<file path="src/rsa_pkg.sv">
`timescale 1ns / 1ps

package rsa_pkg;

	localparam int SLOTS_DEF      = 256;
	localparam int COUNT_BITS_DEF = 16;

	localparam int OP_W     = 2;
	localparam int HANDLE_W = 8;
	localparam int SLOT_W   = 8;
	localparam int REFCNT_W = 16;
	localparam int STATUS_W = 2;

	localparam logic [OP_W-1:0] OP_ALLOC = 2'd0;
	localparam logic [OP_W-1:0] OP_REF   = 2'd1;
	localparam logic [OP_W-1:0] OP_REL   = 2'd2;

	localparam logic [STATUS_W-1:0] ST_OK     = 2'd0;
	localparam logic [STATUS_W-1:0] ST_EMPTY  = 2'd1;
	localparam logic [STATUS_W-1:0] ST_UNUSED = 2'd2;
	localparam logic [STATUS_W-1:0] ST_SAT    = 2'd3;

	typedef struct packed {
		logic [OP_W-1:0]     op;
		logic [HANDLE_W-1:0] handle;
	} req_t;

	typedef struct packed {
		logic [SLOT_W-1:0]   slot;
		logic [REFCNT_W-1:0] ref_count;
		logic                freed;
		logic [STATUS_W-1:0] status;
	} rsp_t;

	// controller to datapath
	typedef struct packed {
		logic clear;
		logic accept;
		logic exec;
	} cmd_t;

	// datapath to controller
	typedef struct packed {
		logic clear_last;
		logic out_free;
	} sts_t;

endpackage

</file>
<file path="src/rsa_ctrl.sv">
`timescale 1ns / 1ps

module rsa_ctrl (
	input  logic          clk,
	input  logic          arst_n,
	input  logic          req_valid,
	input  rsa_pkg::sts_t sts,
	output logic          req_stall,
	output rsa_pkg::cmd_t cmd
);

	typedef enum logic [1:0] {
		CLEAR,
		IDLE,
		EXEC
	} state_t;

	state_t state_q;
	logic   stall_q;

	always_ff @(posedge clk or negedge arst_n) begin
		if (!arst_n) begin
			state_q <= CLEAR;
			stall_q <= 1'b1;
		end else begin
			case (state_q)
				CLEAR: begin
					if (sts.clear_last) begin
						state_q <= IDLE;
						stall_q <= 1'b0;
					end
				end
				IDLE: begin
					if (req_valid) begin
						state_q <= EXEC;
						stall_q <= 1'b1;
					end
				end
				EXEC: begin
					// wait for the output register to free up
					if (sts.out_free) begin
						state_q <= IDLE;
						stall_q <= 1'b0;
					end
				end
				default: begin
					state_q <= CLEAR;
					stall_q <= 1'b1;
				end
			endcase
		end
	end

	assign req_stall  = stall_q;
	assign cmd.clear  = (state_q == CLEAR);
	assign cmd.accept = (state_q == IDLE) && req_valid && !stall_q;
	assign cmd.exec   = (state_q == EXEC) && sts.out_free;

endmodule

</file>
<file path="config.mk">
export PLATFORM = sky130hd
export DESIGN_NAME = rsa_ctrl
export DESIGN_NICKNAME = d
export VERILOG_FILES = /design/src/rsa_pkg.sv /design/src/rsa_ctrl.sv
export SDC_FILE = /design/constraint.sdc
export NUM_CORES = 1
export LEC_CHECK = 0
export BUFFER_PORTS_ARGS = -buffer_cell sky130_fd_sc_hd__buf_2
export CORE_AREA = 2 2 39 41
export DETAILED_ROUTE_END_ITERATION = 10
export DIE_AREA = 0 0 41 43
export PLACE_DENSITY_LB_ADDON = 0.2
export SYNTH_ARGS = -nofsm -noshare
export SYNTH_HDL_FRONTEND = slang
export SYNTH_SLANG_ARGS = --single-unit
</file>
<file path="constraint.sdc">
create_clock -name clk -period 1.2 [get_ports clk]
set_input_delay 0.18 -clock clk [delete_from_list [all_inputs] [get_ports clk]]
set_output_delay 0.18 -clock clk [all_outputs]
set_load 0.005 [all_outputs]
</file>
==> run_results.csv <==
group,metric,value,unit
clock_tree,cts_max_level,1,
sta,fin_ws,-0.0817,ns
setup_path,startpoint_type,"flip-flop",
sta,fmax,780,MHz
floorplanning,die_h,43,µm
global_route,grt_max_degree,10,
logic_synthesis,synth_top_area_share,30.1,%
detailed_routing,drc_errors,0,
sta,period_minus_slack,1.28,ns
floorplanning,core-area,1380,µm²
floorplanning,dieArea,1760,µm²
pwr,vdd_ir_drop_max,0.774,mV
floorplanning,die_w,41,µm
hold_path,hp-class,"primary input to flip-flop",
place,port-buffer-count,8,
detailed_routing,wirelength,481,µm
pwr,pwr-share-clk,25.9,%
pwr,p_leak,0.000127,µW
final_layout,finalNonFillerCells,48,
global_route,grt.overflow.total,0,
clock_tree,cts.sinks,3,
logic_synthesis,syn_inst,18,
clock_tree,cts_buffers,3,
sta,slew_violations,0,
final_layout,num-fill-cells,152,
final_layout,drive_gt1_share,59.4,%
place,place_inst,41,
clock_tree,clockBufferDepth,2,
logic_synthesis,avgSynthCellArea,9.25,µm²
global_route,met1_usage,10.9,%
global_route,busiest_layer,"met1",
sta,max_slew_margin,88.2,%
final_layout,synthToLayoutAreaGrowth,63.9,%
place,gp_congestion,0.657,
clock_tree,clkLatencyLatePin,0.24,ns
status,violations,"negative setup slack",
floorplanning,io_pins,9,
detailed_routing,vias,185,
setup_path,cp-end-kind,"output port",
detailed_routing,dr.pass1.iters,4,
logic_synthesis,synth_top_area_cell,"dfrtp_1",
pwr,p_switching,258,µW
logic_synthesis,seq_area_frac_synth,45.9,%
sta,tightest_slew,0.175,ns
detailed_routing,drtIter0Drc,8,
logic_synthesis,synth_area_leaders,"dfrtp_1 (30%), dfstp_2 (16%), and4bb_2 (7.5%)",
global_route,antenna_found_initial,0,
pwr,comb_power_share,39.6,%
sta,rsz0062_at_grt,"true",
global_route,use_met2,8.13,%
status,status,"finished with violations",
clock_tree,cts.clk_slew.worst_paths,0.04,ns
pwr,cellPowerDensity,2600,nW/µm²
place,hpwl,301,µm
pwr,swShare,36.3,%
sta,fin_crit_sh,107,%
global_route,use_met3,0.524,%
sta,final.setup_skew,0.00286,ns
logic_synthesis,synth_area,166,µm²
logic_synthesis,ys_ff_latch,3,
global_route,grt_first_pass_wirelength,821,µm
sta,setup_viol,1,
setup_path,arrival,1.10,ns
floorplanning,floorplan.rows,14,
clock_tree,cts_tree,"built",
final_layout,antenna_cells,0,
pwr,power_frac_seq,34.5,%
global_route,grt_pass1_vias,193,
detailed_routing,routedWlPerCell,10.0,µm
global_route,grt_usage,7.33,%
detailed_routing,routed_via_density,3.85,
job,cap_violations,0,
logic_synthesis,ys_types,14,
clock_tree,cts-root-buf,"clkbuf_4",
sta,finalSetupTns,-0.0817,ns
sta,finalHoldViolations,0,
detailed_routing,ant_nets,0,
pwr,internal-power,452,µW
setup_path,path_max_fanout,2,
logic_synthesis,syn-num-nets,23,
floorplanning,start_util,12.0,%
final_layout,final_core_util,19.7,%
setup_path,critPathKind,"flip-flop to output port",
setup_path,critical_path_required,1.02,ns
logic_synthesis,ys_warn_count,0,
final_layout,final_nets,38,
registers in the layout, indices dropped and copies added (netlist names):
register   flops
req_stall      1
state_q        2
layout by cell type (no fill, tap or decap), drive strengths merged:
| master | count |
|---|---|
| a21oi | 2 |
| and4bb | 1 |
| buf | 10 |
| clkbuf | 4 |
| dfrtp | 2 |
| dfstp | 1 |
| dlygate4sd3 | 1 |
| inv | 2 |
| nand2 | 1 |
| nand3 | 1 |
| nor2 | 2 |
| o21a | 1 |
| o21ai | 2 |
| o22ai | 1 |
| o31ai | 1 |
power groups by stage:
stage               Combinational, µW  Clock (µW)  Sequential (µW)
floorplan                         184           0              203
global placement                  205           0              243
detailed placement                214           0              244
CTS                               248         199              240
global route                      316         208              256
finish                            281         184              245
worst paths after layout:
check / from / end / slack (ns) / cells after the start
worst min register to register: state_q[0] / state_q[1] / 0.56 / 1
min in group asynchronous: arst_n / state_q[1] / 0.26 / 2
worst min-delay path: sts[0] / state_q[1] / 0.13 / 2
max in group asynchronous: arst_n / req_stall / 0.74 / 2
worst max-delay path: req_stall / cmd[1] / -0.08 / 2
worst max register to register: state_q[1] / state_q[0] / 0.25 / 3
repair_timing:
item / in CTS / in global routing
pin swaps: 1 / 0
gates resized for setup: 0 / 2
setup endpoints to repair: 1 / 3
setup buffers: 1 / 1
hold buffers: 1 / 0
endpoints found under the hold margin: 3 / 0
cells in the mapped netlist:
master	instances
dfrtp_1	2
inv_1	1
inv_2	1
dfstp_2	1
o22ai_1	1
nor2_1	2
nand3_1	1
buf_4	1
o21a_1	1
nand2_1	1
o21ai_0	2
a21oi_1	2
o31ai_2	1
and4bb_2	1
layout make-up:
class	count	area, µm²	area share [%]
well taps	16	20.0	7.34
multi-input cells	12	75.1	27.5
clock buffers	4	26.3	9.63
flip-flops and latches	3	78.8	28.9
repair buffers	11	65.1	23.9
inverters	2	7.51	2.75
routing by layer:
metal | up-vias | share of wire [%] | routed length [µm]
li1 | 91 | - | -
met1 | 85 | 54 | 261
met2 | 9 | 36 | 175
met3 | 0 | 9.1 | 44
met4 | 0 | 0 | 0
met5 | - | 0 | 0
cell families after synthesis:
| group | synth area share (%) |
|---|---|
| DFF | 45.9 |
| buffers and inverters | 9.02 |
| and+or+nand+nor | 17.3 |
| AOI/OAI and AO/OA | 27.8 |
stage by stage:
stage / area, µm² / setup WS [ns] / hold slack (ns) / power, µW
floorplan: 166 / 0.250 / -0.116 / 387
global placement: 219 / 0.141 / -0.0272 / 448
detailed placement: 219 / 0.140 / -0.0219 / 458
CTS: 263 / -0.0912 / 0.125 / 687
global route: 273 / -0.106 / 0.143 / 780
finish: 273 / -0.0817 / 0.135 / 710
worst max-delay path, stage by stage (launching register included):
cell and delay (ns):
dfstp_2 0.53, and4bb_2 0.22, buf_2 0.12
Power figures use the tool's default switching activity.
